===== src/trie_path_edit_distance_rows_core_defines.svh =====
// ----------------------------------------------------------------------------
// Trie path edit distance row engine: assertion macros
// Shared concurrent assertion forms, clocked on clk and disabled in reset.
// ----------------------------------------------------------------------------
`ifndef TRIE_PATH_EDIT_DISTANCE_ROWS_CORE_DEFINES_SVH
`define TRIE_PATH_EDIT_DISTANCE_ROWS_CORE_DEFINES_SVH

// Same-cycle implication.
`define TPEDR_ASSERT_IMP(lbl, ante, cons, msg) \
  lbl: assert property (@(posedge clk) disable iff (!rst_n) (ante) |-> (cons)) \
    else $error(msg);

// Next-cycle implication.
`define TPEDR_ASSERT_NXT(lbl, ante, cons, msg) \
  lbl: assert property (@(posedge clk) disable iff (!rst_n) (ante) |=> (cons)) \
    else $error(msg);

`endif


===== src/tpedr_pkg.sv =====
// ----------------------------------------------------------------------------
// Trie path edit distance row engine: package
// Field widths, codes, the cell operand bundle and saturating arithmetic.
// ----------------------------------------------------------------------------
package tpedr_pkg;

  localparam int DIST_W  = 7;
  localparam int BAND_W  = 6;
  localparam int CHAR_W  = 8;
  localparam int FREQ_W  = 32;
  localparam int MAXD_W  = 5;
  localparam int QLEN_W  = 6;
  localparam int CMP_W   = 8;
  localparam int IN_W    = 64;
  localparam int OUT_W   = 48;
  localparam int CFG_W   = 6;

  localparam logic [DIST_W-1:0] DIST_SAT = '1;
  localparam logic [BAND_W-1:0] BAND_SAT = '1;

  localparam logic KIND_LOAD = 1'b0;
  localparam logic KIND_STEP = 1'b1;

  localparam logic CFG_MAX_DISTANCE = 1'b0;
  localparam logic CFG_QUERY_LENGTH = 1'b1;

  // Operands of one distance cell.
  typedef struct packed {
    logic              first;
    logic              trans_ok;
    logic [DIST_W-1:0] prev_i;
    logic [DIST_W-1:0] prev_im1;
    logic [DIST_W-1:0] cur_im1;
    logic [DIST_W-1:0] prev2_im2;
    logic [CHAR_W-1:0] q_im1;
    logic [CHAR_W-1:0] q_im2;
    logic [CHAR_W-1:0] letter;
    logic [CHAR_W-1:0] prevl;
  } cell_in_t;

  function automatic logic [DIST_W-1:0] sat_add(input logic [DIST_W-1:0] a,
                                                input logic [DIST_W-1:0] b);
    logic [DIST_W:0] s;
    s = {1'b0, a} + {1'b0, b};
    return (s > {1'b0, DIST_SAT}) ? DIST_SAT : s[DIST_W-1:0];
  endfunction

endpackage


===== src/tpedr_cell.sv =====
// ----------------------------------------------------------------------------
// Trie path edit distance row engine: cell unit
// Computes one restricted Damerau-Levenshtein cell from its neighbours.
// ----------------------------------------------------------------------------
module tpedr_cell
  import tpedr_pkg::*;
(
  input  cell_in_t          cin,
  output logic [DIST_W-1:0] cost
);

  logic [DIST_W-1:0] sub;
  logic [DIST_W-1:0] ins_c;
  logic [DIST_W-1:0] del_c;
  logic [DIST_W-1:0] rep_c;
  logic [DIST_W-1:0] tr_c;
  logic [DIST_W-1:0] best;
  logic              swap;

  always_comb begin
    sub   = DIST_W'(cin.q_im1 != cin.letter);
    ins_c = sat_add(cin.cur_im1, DIST_W'(1));
    del_c = sat_add(cin.prev_i, DIST_W'(1));
    rep_c = sat_add(cin.prev_im1, sub);
    tr_c  = sat_add(cin.prev2_im2, sub);
    swap  = cin.trans_ok && (cin.q_im1 == cin.prevl) && (cin.q_im2 == cin.letter);

    best = ins_c;
    if (del_c < best) best = del_c;
    if (rep_c < best) best = rep_c;
    if (swap && (tr_c < best)) best = tr_c;

    // The first cell of the band only looks straight up.
    cost = cin.first ? del_c : best;
  end

endmodule


===== config.mk =====
export PLATFORM = sky130hd
export DESIGN_NAME = tpedr_cell
export DESIGN_NICKNAME = d
export VERILOG_FILES = /design/src/trie_path_edit_distance_rows_core_defines.svh /design/src/tpedr_pkg.sv /design/src/tpedr_cell.sv
export SDC_FILE = /design/constraint.sdc
export NUM_CORES = 1
export LEC_CHECK = 0
export ABC_AREA = 0
export BUFFER_PORTS_ARGS = -buffer_cell sky130_fd_sc_hd__buf_4
export CAP_MARGIN = 20
export CORE_UTILIZATION = 40
export DETAILED_ROUTE_END_ITERATION = 12
export PLACE_DENSITY = 0.67
export SLEW_MARGIN = 20
export SYNTH_ARGS = -nofsm -noshare
export SYNTH_HDL_FRONTEND = slang
export SYNTH_SLANG_ARGS = --single-unit

===== constraint.sdc =====
create_clock -name vclk -period 10.5
set_input_delay 2.1 -clock vclk [all_inputs]
set_output_delay 2.1 -clock vclk [all_outputs]
set_load 0.1 [all_outputs]

==> flow_metrics.tcl <==
set metrics [dict create \
    die_area_mm2 0.004754 \
    p_sw_uw 118.5 \
    switching_share 0.5968 \
    overflow 0 \
    start_util 0.4327 \
    drtIter0Drc 104 \
    synthTopCellsByCount "ha_1 (24), xor2_1 (20), nand2_1 (18), nor2_1 (17), a21oi_1 (16)" \
    p_int_uw 80.02 \
    cp-end-kind "output pin" \
    p_comb_frac 1.000 \
    finalSetupViolations 0 \
    die_w_um 68.95 \
    drv_slew 0 \
    yosysTopAreaCell "ha_1" \
    finalHoldViolCount 0 \
    hpwl_mm 4.464 \
    synth_most_common_cell "ha_1" \
    vias 2061 \
    io_buffers 69 \
    antenna_found_initial 0 \
    synth_fp_nets 324 \
    ff_latch_area_um2 0 \
    start_kind "input port" \
    syn_inst 238 \
    grt_usage 0.2049 \
    synthTopCellsByArea "ha_1 (17%), xor2_1 (9.8%), xnor2_1 (5.9%)" \
    run_status "completed" \
    clockPowerShare 0 \
    dr.pass1.iters 4 \
    drcViolationCount 0 \
    crit_arrival_ns 8.13 \
    post-route-period-util 0.9742 \
    ys_seq_area_frac 0 \
    period_needed_ns 10.23 \
    worst_path_largest_cell_delay_ns 0.49 \
    seq_cell_count 0 \
    die_height_um 68.95 \
    criticalPathCategory "in -> out" \
    whs_ns 4.577 \
    grt_pass1_wl_mm 7.631 \
    synth_area_per_cell_um2 7.533 \
    post_drt_wl_per_cell_um 13.81 \
    crit_slowest_cell "or4b_1" \
    syn-cell-area_mm2 0.001793 \
    ir_drop_uv 34.38 \
    viasPerCell 5.678 \
    final_core_util 0.5939 \
    p_per_area_mw_per_mm2 80.65 \
    antenna_cells 0 \
    max_cap_viol_count 0 \
    netlist.area_leader.share 0.1675 \
    crit_top_cell "ha_1" \
    crit_required_ns 8.40 \
    finalWeightedCongestion 0.8336 \
    io_pins 69 \
    ctsHoldBuffers 0 \
    tightest_slew_ns 0.4722 \
    cp.buffers_inverters 5 \
    clock.fmax_mhz 97.76 \
    hp-class "in -> out" \
    crit_fanout 8 \
    cp_top_family "compound AO/OA/AOI/OAI gates" \
    power.leakage_nw 1.139 \
    fillCellCount 406 \
    rows 23 \
    n_clock_buffer 0 \
    slew_headroom 0.6819 \
    coreArea_mm2 0.004144 \
    pwr-share-seq 0 \
    fin_cells 363 \
    fin_nets 401 \
    synth.distinct_cells 57 \
    numPlacedInstances 360 \
    grt_max_degree 11 \
    syn_to_final_growth_pct 37.26 \
    ant_nets 0 \
    tns_ns 0 \
    grt_pass1_vias 1767 \
    totalWireLength_mm 5.014 \
    drive_above_1_share 0.3291 \
    ys_warn_count 0 \
]
## power by group through the flow
stage / Clock, mW / Combinational (mW) / Sequential [mW]
after floorplan: 0 / 0.135 / 0
after global placement: 0 / 0.190 / 0
after detailed placement: 0 / 0.191 / 0
after CTS: 0 / 0.192 / 0
after global routing: 0 / 0.215 / 0
final: 0 / 0.198 / 0
## placed cells by master, fill, tap and decap left out, types with 4 or more instances in the layout
| master | instances |
|---|---|
| o21ai_0 | 6 |
| nand3_1 | 6 |
| mux2_2 | 4 |
| inv_1 | 13 |
| nand4_1 | 9 |
| nor4_1 | 7 |
| xor2_1 | 20 |
| a21oi_1 | 15 |
| nand2b_1 | 6 |
| nand2_1 | 18 |
| xnor2_1 | 12 |
| a211oi_1 | 5 |
| a31oi_1 | 7 |
| buf_4 | 73 |
| and4_1 | 5 |
| mux2i_1 | 7 |
| o21a_1 | 4 |
| and3_1 | 5 |
| nor2_1 | 16 |
| ha_1 | 24 |
## logic make-up after synthesis
group / count (synthesis) / synth area share
simple gates: 86 / 0.2757
compound gates: 71 / 0.3008
xor+xnor: 32 / 0.1563
fa+ha+maj: 24 / 0.1675
buf+inv: 13 / 0.02722
mux: 12 / 0.07257
## cell type report
cell class / count / area [µm²] / area share
timing repair buffer: 75 / 570.5 / 0.2318
inverter: 13 / 48.80 / 0.01983
multi-input combinational: 225 / 1779 / 0.7229
tap: 50 / 62.56 / 0.02542
## per-layer routing
layer	GRT usage	routed length, µm	vias to the layer above
li1	-	-	1082
met1	0.2878	2441	915
met2	0.3568	2306	60
met3	0.006579	223	4
met4	0.01531	42	0
met5	0	0	-
## stage by stage
stage,total power [mW],area (µm²),setup slack [ns]
floorplan,0.1349,1809,0.3334
global placement,0.1903,2412,0.2351
detailed placement,0.1910,2412,0.1170
CTS,0.1919,2412,0.1035
global route,0.2154,2461,-0.01452
finish,0.1985,2461,0.2707
## repair_timing
action / in CTS / in global routing
buffers inserted: 0 / 3
gates resized for setup: 0 / 6
endpoints found under the setup margin: 0 / 7
## worst paths after layout
path | from | to | cells after the start
worst max-delay path | cin[53] | cost[0] | 26
worst min-delay path | cin[61] | cost[3] | 3
(Power assumes the default switching activity.)
