===== src/trie_path_edit_distance_rows_core_defines.svh =====
// ----------------------------------------------------------------------------
// Trie path edit distance row engine: assertion macros
// Shared concurrent assertion forms, clocked on clk and disabled in reset.
// ----------------------------------------------------------------------------
`ifndef TRIE_PATH_EDIT_DISTANCE_ROWS_CORE_DEFINES_SVH
`define TRIE_PATH_EDIT_DISTANCE_ROWS_CORE_DEFINES_SVH

// Same-cycle implication.
`define TPEDR_ASSERT_IMP(lbl, ante, cons, msg) \
  lbl: assert property (@(posedge clk) disable iff (!rst_n) (ante) |-> (cons)) \
    else $error(msg);

// Next-cycle implication.
`define TPEDR_ASSERT_NXT(lbl, ante, cons, msg) \
  lbl: assert property (@(posedge clk) disable iff (!rst_n) (ante) |=> (cons)) \
    else $error(msg);

`endif


===== src/tpedr_ram.sv =====
// ----------------------------------------------------------------------------
// Trie path edit distance row engine: generic RAM
// One write port and one read port with registered read data.
// ----------------------------------------------------------------------------
module tpedr_ram #(
  parameter int WIDTH = 8,
  parameter int DEPTH = 32
) (
  input  logic                       clk,
  input  logic                       we,
  input  logic [$clog2(DEPTH)-1:0]   waddr,
  input  logic [WIDTH-1:0]           wdata,
  input  logic [$clog2(DEPTH)-1:0]   raddr,
  output logic [WIDTH-1:0]           rdata
);

  logic [WIDTH-1:0] mem [DEPTH];

  always_ff @(posedge clk) begin
    if (we) begin
      mem[waddr] <= wdata;
    end
    rdata <= mem[raddr];
  end

endmodule


===== config.mk =====
export PLATFORM = sky130hd
export DESIGN_NAME = tpedr_ram
export DESIGN_NICKNAME = d
export VERILOG_FILES = /design/src/trie_path_edit_distance_rows_core_defines.svh /design/src/tpedr_ram.sv
export SDC_FILE = /design/constraint.sdc
export NUM_CORES = 1
export LEC_CHECK = 0
export BUFFER_PORTS_ARGS = -buffer_cell sky130_fd_sc_hd__buf_2
export CAP_MARGIN = 20
export CORE_AREA = 4 4 164 166
export DETAILED_ROUTE_END_ITERATION = 8
export DIE_AREA = 0 0 168 170
export PLACE_DENSITY = 0.6
export SLEW_MARGIN = 20
export SYNTH_ARGS = -nofsm -noshare
export SYNTH_HDL_FRONTEND = slang
export SYNTH_SLANG_ARGS = --single-unit

===== constraint.sdc =====
create_clock -name clk -period 2.4 [get_ports clk]
set_input_delay 0.12 -clock clk [delete_from_list [all_inputs] [get_ports clk]]
set_output_delay 0.12 -clock clk [all_outputs]
set_load 0.05 [all_outputs]

==> impl_metrics.py, run 1 <==
metrics = {
    "run_status": {
        "status": "finished, final reports clean",
    },
    "routing": {
        "detail_route.wl_per_cell_um": 25.08,
        "postRouteAntennaNets": 0,
        "initialDrtViolationCount": 458,
        "wl_um": 21250,
        "drt-vias-per-instance": 5.319,
        "drc_errors": 0,
        "drtPass1Iterations": 5,
        "dr_total_vias": 4505,
    },
    "synthesis": {
        "yosysTopAreaCell": "edfxtp_1",
        "synth_area_per_cell_um2": 24.11,
        "syn-instance-count": 417,
        "ys.flop_type": "edfxtp_1",
        "postSynth.asyncResetShare_pct": 0,
        "synth_area_leaders": "edfxtp_1 76%, mux4_2 18%, dfxtp_1 1.6%",
        "syn-num-nets": 437,
        "yosysSeqAreaShare_pct": 78.06,
        "synthAdderAreaFrac_pct": 0,
        "yosysMostFrequentCell": "edfxtp_1",
        "ys_ff_latch": 264,
        "synth_top_family_by_area": "multiplexers",
        "synth_warnings": 0,
        "synthTopCellsByCount": "256 x edfxtp_1, 80 x mux4_2, 33 x nor2_1",
        "synth_top_area_share_pct": 76.47,
        "yosys.area_share.xor_xnor_pct": 0,
        "syn-cell-area_um2": 10050,
        "synth_enable_flop_cells": 256,
        "synth_compound_area_share_pct": 0,
        "muxShareOfSynthArea_pct": 18.82,
        "yosys.area_share.simple_pct": 2.066,
        "synth_cell_type_count": 15,
    },
    "clock_tree": {
        "clkSlewWorstSetupHoldPaths_ps": 70,
        "cts_buffer_depth": 3,
        "clk_latency_ps": 520,
        "post-cts-setup-buffer-count": 0,
        "cts_buffers": 26,
        "cts_tree": "yes",
        "clock_sinks": 264,
        "hold_buffers": 0,
        "clock-root-buffer": "clkbuf_16",
        "cts.htree.levels": 1,
        "postCtsResizedCells": 0,
    },
    "placement": {
        "hpwl_um": 13400,
        "pre_cts_ws_ps": 267.0,
        "gp_congestion": 0.7381,
        "placed_cell_area_um2": 10850,
        "port_buffers": 27,
    },
    "flow_run": {
        "cap_viol_max_count": 0,
    },
    "power_and_ir_drop": {
        "swShare_pct": 20.79,
        "irDropWorstVdd_mv": 0.6001,
        "pwr-share-seq_pct": 54.0,
        "p_int_w": 0.007558,
        "p_clk_share_pct": 40.2,
        "power_density_nw_per_um2": 817.7,
        "combPwrFrac_pct": 5.8,
        "finalPower_w": 0.009542,
        "p_sw_w": 0.001984,
        "power_leakage_nw": 3.697,
    },
    "sta": {
        "hold_ws_ps": 77.24,
        "fmaxAchievable_mhz": 544.8,
        "drv_slew": 0,
        "clock_skew_ps": 15.72,
        "slew_headroom_pct": 39.43,
        "setup_slack_ps": 564.5,
        "hold_viol": 0,
        "setup_tns_ps": 0,
        "tightest_slew_ps": 905.2,
        "rsz0062_at_grt": "false",
        "setup_viol": 0,
        "finalCriticalPeriod_ps": 1835,
        "period_share_pct": 76.48,
    },
    "min_path": {
        "hp-class": "primary input to flop",
        "min_from": "raddr[3]",
        "min_to": "rdata[7]",
        "holdPathStages": 2,
    },
    "worst_setup_path": {
        "rr_startpoint": "mem[21][4]",
        "crit_type": "flop to flop",
        "reg2reg_slack_ps": 560,
        "arrival_ps": 2240,
        "r2r_cells": 3,
        "cp-start-kind": "flop",
        "worst_ep_required_time_ps": 2800,
        "cp-end-kind": "flop",
        "regToRegEndpoint": "rdata[4]",
        "path_max_fanout": 1,
    },
    "floorplan": {
        "dieWidth_um": 168,
        "die_h_um": 170,
        "rows": 59,
        "pin_count": 28,
        "core_area_um2": 25620,
        "die-area_um2": 28560,
        "start_util_pct": 39.25,
    },
    "final_layout": {
        "ff_latch_area_um2": 7848,
        "design_area_um2": 11670,
        "drive_above_1_share_pct": 38.36,
        "fillers": 2065,
        "synthToLayoutAreaGrowth_pct": 16.07,
        "final_net_count": 511,
        "multi_input_area_um2": 2100,
    },
    "global_routing": {
        "grt_pass1_wl_um": 31480,
        "antenna_found_initial": 1,
        "grt_usage_pct": 14.94,
        "grt_pass1_vias": 4641,
        "grt_overflow_total": 0,
        "grt_max_degree": 65,
    },
}
-- state kept, by name, summed over array words and instances, names as in the netlist --
signal,cells
rdata,8
mem,256
-- worst max path at each step --
stage | from | cells past startpoint | to
after floorplan | raddr[2] | 5 | rdata[0]
after global placement | raddr[0] | 5 | rdata[4]
after detailed placement | raddr[0] | 5 | rdata[4]
after CTS | mem[21][4] | 3 | rdata[4]
after global routing | mem[7][5] | 3 | rdata[5]
final | mem[21][4] | 3 | rdata[4]
-- worst max-delay path: stages, from the launching register on --
cell and delay [ps]:
edfxtp_1 370, mux4_2 540, mux4_2 530, mux2_2 280
-- placed cells by master, fill, tap and decap left out --
cell,netlist,routed
diode_2,0,1
dfxtp_1,8,8
mux2_2,8,8
buf_2,1,26
clkbuf_1,6,7
or3_1,1,1
buf_4,6,36
bufinv_16,0,1
clkinv_2,0,7
mux4_2,80,80
edfxtp_1,256,256
clkbuf_16,0,27
nor2_1,33,33
clkinv_1,0,2
nand3b_1,5,5
clkinv_8,0,1
buf_12,0,4
nand2_1,1,1
nand3_1,2,2
clkbuf_8,0,1
clkinvlp_4,0,2
or3b_2,3,3
-- power by group through the flow --
stage                     Sequential, W  Clock [W]  Combinational, W
final                           0.00515    0.00383          0.000556
after global routing            0.00515    0.00413          0.000591
after global placement          0.00525          0          0.000554
after detailed placement        0.00525          0          0.000564
after CTS                       0.00515    0.00392          0.000566
after floorplan                 0.00530          0          0.000273
-- layout make-up --
class	instances	share of cell area, %
clock inverter	13	0.8900
sequential	264	67.25
timing repair buffer	66	4.118
clock buffer	35	6.133
multi-input combinational	133	17.99
antenna	1	0.02145
tap	335	3.592
-- cells by family (layout without fill, tap and decap cells) --
family                 Yosys count  count (layout)
DFF                            264             264
muxes                           88              88
and+or+nand+nor                 45              45
buffers and inverters           20             114
other                            0               1
-- metrics by stage --
step           utilization, %  cells
2_1_floorplan               -    417
3_5_place_dp            42.34    798
4_1_cts                 45.54    846
5_1_grt                 45.55    847
6_report                45.55    847
3_3_place_gp            42.34    798
-- metal layers --
| layer | track usage, % | share of wire [%] |
|---|---|---|
| met1 | 22.33 | 45 |
| met2 | 23.25 | 48 |
| met3 | 2.276 | 5.6 |
| met4 | 4.058 | 2.3 |
| met5 | 0 | 0 |
No activity file was read; power rests on OpenSTA's default activity.
==> run 2, diff against run 1 <==
==> constraint.sdc (replaced) <==
create_clock -name clk -period 1.7 [get_ports clk]
set_input_delay 0.085 -clock clk [delete_from_list [all_inputs] [get_ports clk]]
set_output_delay 0.085 -clock clk [all_outputs]
set_load 0.05 [all_outputs]
==> impl_metrics.py, run 2 (synthesized netlist as in run 1, its figures left out) <==
metrics = {
    "power_and_ir_drop": {
        "p_clk_share_pct": 39.6,
        "p_int_w": 0.01063,
        "pwr-share-seq_pct": 54.4,
        "power_leakage_nw": 3.721,
        "irDropWorstVdd_mv": 0.7238,
        "combPwrFrac_pct": 6.0,
        "power_density_nw_per_um2": 1143,
        "swShare_pct": 20.46,
        "p_sw_w": 0.002735,
    },
    "global_routing": {
        "grt_pass1_vias": 4654,
        "grt_pass1_wl_um": 31330,
        "grt_usage_pct": 14.85,
        "grt_overflow_total": 0,
        "grt_max_degree": 36,
        "antenna_found_initial": 0,
    },
    "final_layout": {
        "final_net_count": 513,
        "regMostFlops": "mem",
        "final_common_cell": "edfxtp_1",
        "fin_util_pct": 45.65,
        "final_cells": 844,
        "layout_common_cells": "256 x edfxtp_1, 80 x mux4_2, 34 x buf_4",
        "largest_reg_flops": 256,
        "synthToLayoutAreaGrowth_pct": 16.30,
        "top_regs": "mem (256), rdata (8)",
        "antenna_cells": 0,
        "drive_above_1_share_pct": 37.92,
    },
    "clock_tree": {
        "clock-root-buffer": "clkbuf_16",
        "cts_buffer_depth": 3,
        "post-cts-setup-buffer-count": 0,
        "clock_sinks": 264,
        "cts.htree.levels": 1,
        "cts_tree": "yes",
        "clk_latency_ps": 520,
        "cts_buffers": 26,
        "clkSlewWorstSetupHoldPaths_ps": 60,
    },
    "worst_setup_path": {
        "critPathMaxStageDelay_ps": 540,
        "arrival_ps": 2230,
        "cp.depth": 3,
        "worst_ep_required_time_ps": 2110,
        "rr_startpoint": "mem[13][7]",
        "path_max_fanout": 1,
        "crit_path_end": "rdata[7]",
        "crit_path_start": "mem[13][7]",
        "cp-end-kind": "flop",
        "crit_top_cell": "mux4_2",
        "regToRegEndpoint": "rdata[7]",
        "r2r_cells": 3,
        "crit_path_cell_trace": "mux4_2 -> mux4_2 -> mux2_4",
        "crit_type": "flop to flop",
        "crit_family": "multiplexers",
        "reg2reg_slack_ps": -120,
        "cp_slowest_cell": "mux4_2",
        "cp-start-kind": "flop",
        "crit_buf_inv": 0,
    },
    "sta": {
        "setup_slack_ps": -116.7,
        "clock_skew_ps": 14.86,
        "fmaxAchievable_mhz": 550.4,
        "period_share_pct": 106.9,
        "drv_slew": 0,
        "setup_tns_ps": -673.4,
        "finalCriticalPeriod_ps": 1817,
        "setup_viol": 8,
        "hold_ws_ps": 106.6,
        "rsz0062_at_grt": "true",
        "hold_viol": 0,
        "slew_headroom_pct": 59.16,
        "tightest_slew_ps": 612.6,
    },
    "floorplan": {
        "start_util_pct": 39.25,
        "die_h_um": 170,
        "rows": 59,
        "pin_count": 28,
        "core_area_um2": 25620,
        "die-area_um2": 28560,
        "dieWidth_um": 168,
    },
    "routing": {
        "dr_total_vias": 4493,
        "drc_errors": 0,
        "drt-vias-per-instance": 5.323,
        "initialDrtViolationCount": 471,
        "postRouteAntennaNets": 0,
        "wl_um": 20660,
        "detail_route.wl_per_cell_um": 24.48,
        "drtPass1Iterations": 4,
    },
    "placement": {
        "gp_congestion": 0.7811,
        "port_buffers": 27,
        "hpwl_um": 13140,
        "place_inst": 799,
        "pre_cts_ws_ps": -331.0,
    },
    "min_path": {
        "hp-class": "primary input to flop",
    },
    "run_status": {
        "status": "finished, violations left",
        "violations": "setup timing",
    },
    "flow_run": {
        "cap_viol_max_count": 0,
    },
}
-- run 2: timing repair --
action,4_1_cts,5_1_grt
setup endpoints to repair,8,8
endpoints found under the hold margin,2,0
hold buffers,1,0
gates resized for setup,2,0
-- run 2: per-stage QoR --
step	total power (W)	area, µm²
after floorplan	0.007905	10160
after global placement	0.008206	10890
after detailed placement	0.008225	10890
after CTS	0.01351	11690
after global routing	0.01384	11690
final	0.01337	11690
-- run 2: power by group through the flow --
| stage | Clock (W) | Combinational, W | Sequential, W |
|---|---|---|---|
| 2_1_floorplan | 0 | 0.000417 | 0.00749 |
| 3_5_place_dp | 0 | 0.000809 | 0.00742 |
| 3_3_place_gp | 0 | 0.000798 | 0.00741 |
| 5_1_grt | 0.00570 | 0.000862 | 0.00728 |
| 4_1_cts | 0.00542 | 0.000818 | 0.00728 |
| 6_report | 0.00529 | 0.000802 | 0.00728 |
-- run 2: per-layer routing --
layer | GRT usage [%] | part of all wire [%] | vias to the layer above
li1 | - | - | 1922
met1 | 23.10 | 44 | 2410
met2 | 21.84 | 46 | 135
met3 | 2.997 | 8.3 | 26
met4 | 3.529 | 1.6 | 0
met5 | 0 | 0 | -
-- run 2: layout make-up --
type	instances	area [µm²]
clock buffers	33	708.2
clock inverters	11	75.07
fillers	2089	13920
multi-input cells	133	2107
flip-flops and latches	264	7848
well taps	335	419.2
repair buffers	68	535.5
-- run 2: worst min-delay path by stage --
stage                   from          to  slack, ps  cells after the start
detailed placement  raddr[3]    rdata[5]        540                      2
global route        wdata[0]  mem[18][0]        120                      1
floorplan           wdata[0]   mem[0][0]        180                      0
global placement    raddr[3]    rdata[3]        550                      2
CTS                 wdata[0]  mem[22][0]         90                      1
finish              wdata[0]  mem[18][0]        110                      1
==> run 3, diff against run 2 <==
--- a/config.mk
+++ b/config.mk
@@ -5,11 +5,11 @@
 export SDC_FILE = /design/constraint.sdc
 export NUM_CORES = 1
 export LEC_CHECK = 0
-export BUFFER_PORTS_ARGS = -buffer_cell sky130_fd_sc_hd__buf_2
+export BUFFER_PORTS_ARGS = -buffer_cell sky130_fd_sc_hd__buf_4
 export CAP_MARGIN = 20
-export CORE_AREA = 4 4 164 166
+export CORE_AREA = 2 2 162 164
 export DETAILED_ROUTE_END_ITERATION = 8
-export DIE_AREA = 0 0 168 170
+export DIE_AREA = 0 0 164 166
 export PLACE_DENSITY = 0.6
 export SLEW_MARGIN = 20
 export SYNTH_ARGS = -nofsm -noshare
==> impl_metrics.py, run 3 (synthesized netlist as in run 1, its figures left out) <==
metrics = {
    "power_and_ir_drop": {
        "finalPower_w": 0.01412,
        "power_leakage_nw": 3.839,
        "power_density_nw_per_um2": 1182,
        "irDropWorstVdd_mv": 0.5132,
    },
    "worst_setup_path": {
        "regToRegEndpoint": "rdata[0]",
        "arrival_ps": 2230,
        "crit_path_end": "rdata[0]",
        "reg2reg_slack_ps": -120,
        "crit_type": "flop to flop",
        "cp-start-kind": "flop",
        "path_max_fanout": 1,
        "worst_ep_required_time_ps": 2110,
        "rr_startpoint": "mem[4][0]",
        "cp-end-kind": "flop",
        "r2r_cells": 3,
        "crit_path_start": "mem[4][0]",
    },
    "routing": {
        "dr_total_vias": 4458,
        "postRouteAntennaNets": 0,
        "detail_route.wl_per_cell_um": 24.87,
        "drc_errors": 0,
        "drt-vias-per-instance": 5.220,
        "drtPass1Iterations": 4,
        "initialDrtViolationCount": 482,
        "wl_um": 21240,
    },
    "final_layout": {
        "synthToLayoutAreaGrowth_pct": 18.83,
        "final_cells": 854,
        "layout_common_cells": "256 x edfxtp_1, 80 x mux4_2, 61 x buf_4",
        "multi_input_area_um2": 2130,
        "fillers": 2064,
        "final_common_cell": "edfxtp_1",
        "largest_reg_flops": 256,
        "regMostFlops": "mem",
        "antenna_cells": 0,
        "final_net_count": 519,
        "ff_latch_area_um2": 7848,
        "drive_above_1_share_pct": 38.34,
        "top_regs": "mem (256), rdata (8)",
    },
    "floorplan": {
        "die_h_um": 166,
        "core_area_um2": 25620,
        "die-area_um2": 27220,
        "dieWidth_um": 164,
        "rows": 59,
        "pin_count": 28,
        "start_util_pct": 39.25,
    },
    "placement": {
        "gp_congestion": 0.7307,
        "port_buffers": 27,
        "place_inst": 799,
        "hpwl_um": 13630,
    },
    "sta": {
        "drv_slew": 0,
        "period_share_pct": 107.2,
        "finalCriticalPeriod_ps": 1823,
        "rsz0062_at_grt": "true",
        "setup_slack_ps": -123.2,
        "setup_viol": 8,
        "hold_viol": 0,
        "fmaxAchievable_mhz": 548.5,
        "hold_ws_ps": 3.065,
        "clock_skew_ps": 8.060,
        "slew_headroom_pct": 71.28,
        "tightest_slew_ps": 429.5,
        "setup_tns_ps": -754.2,
    },
    "flow_run": {
        "cap_viol_max_count": 0,
    },
    "global_routing": {
        "grt_max_degree": 33,
        "grt_overflow_total": 0,
        "grt_pass1_vias": 4771,
        "antenna_found_initial": 0,
        "grt_usage_pct": 16.14,
        "grt_pass1_wl_um": 31910,
    },
    "clock_tree": {
        "clock_sinks": 264,
        "cts_buffer_depth": 3,
        "clkSlewWorstSetupHoldPaths_ps": 70,
        "cts.htree.levels": 1,
        "clk_latency_ps": 530,
        "clock-root-buffer": "clkbuf_16",
        "cts_buffers": 26,
        "cts_tree": "yes",
        "post-cts-setup-buffer-count": 0,
    },
    "run_status": {
        "violations": "setup timing",
        "status": "finished, violations left",
    },
    "min_path": {
        "hp-class": "primary input to flop",
    },
}
## run 3: changes by cell type in the layout (fill, tap and decap cells not counted), moves of 2 or more
cell / delta
clkbuf_1: +2
buf_4: +27
mux2_4: +6
clkinv_1: -4
bufinv_16: +4
dlygate4sd3_1: +6
mux2_2: -6
clkinvlp_4: +2
buf_2: -26
## run 3: report_power, final
| part | leakage (nW) | switching, W | internal, W |
|---|---|---|---|
| sequential | 2.37 | 0.0000452 | 0.00724 |
| clock | 0.439 | 0.00233 | 0.00367 |
| combinational | 1.03 | 0.000468 | 0.000373 |
| total | 3.84 | 0.00284 | 0.0113 |
## run 3: how the worst min path moves through the flow
stage / to / from / depth (start not counted) / slack (ps)
final: mem[19][0] / wdata[0] / 1 / 3
after global routing: mem[23][0] / wdata[0] / 1 / 8
after CTS: mem[1][7] / wdata[7] / 1 / 5
after detailed placement: rdata[2] / raddr[3] / 2 / 500
after global placement: rdata[7] / raddr[3] / 2 / 490
after floorplan: mem[0][0] / wdata[0] / 0 / 180
## run 3: cell type report
class,count,share of cell area (%)
clock inverter,14,1.676
sequential,264,65.69
tap,335,3.509
multi-input combinational,133,17.83
clock buffer,34,5.876
timing repair buffer,74,5.425
## run 3: per-layer routing
| layer | wire [µm] | vias to the layer above | track usage, % |
|---|---|---|---|
| met2 | 10560 | 110 | 26.03 |
| li1 | - | 1940 | - |
| met3 | 1276 | 26 | 2.198 |
| met1 | 9067 | 2382 | 23.65 |
| met4 | 331 | 0 | 3.585 |
| met5 | 0 | - | 0 |
## run 3: through the flow
stage                     area, µm²  utilization [%]  setup slack, ps
after floorplan               10160                -            17.95
final                         11950            46.64           -123.2
after CTS                     11940            46.62           -139.1
after global placement        10940            42.72           -291.6
after detailed placement      10940            42.72           -283.5
after global routing          11950            46.64           -145.3
## run 3: repair_timing
item | CTS | global route
hold buffers | 7 | 0
endpoints found under the setup margin | 8 | 8
resized for setup | 7 | 1
hold endpoints to repair | 165 | 0
## run 3: worst max-delay path, stage by stage (launching register included)
cell,delay [ps]
edfxtp_1,370
mux4_2,530
mux4_2,520
mux2_4,280
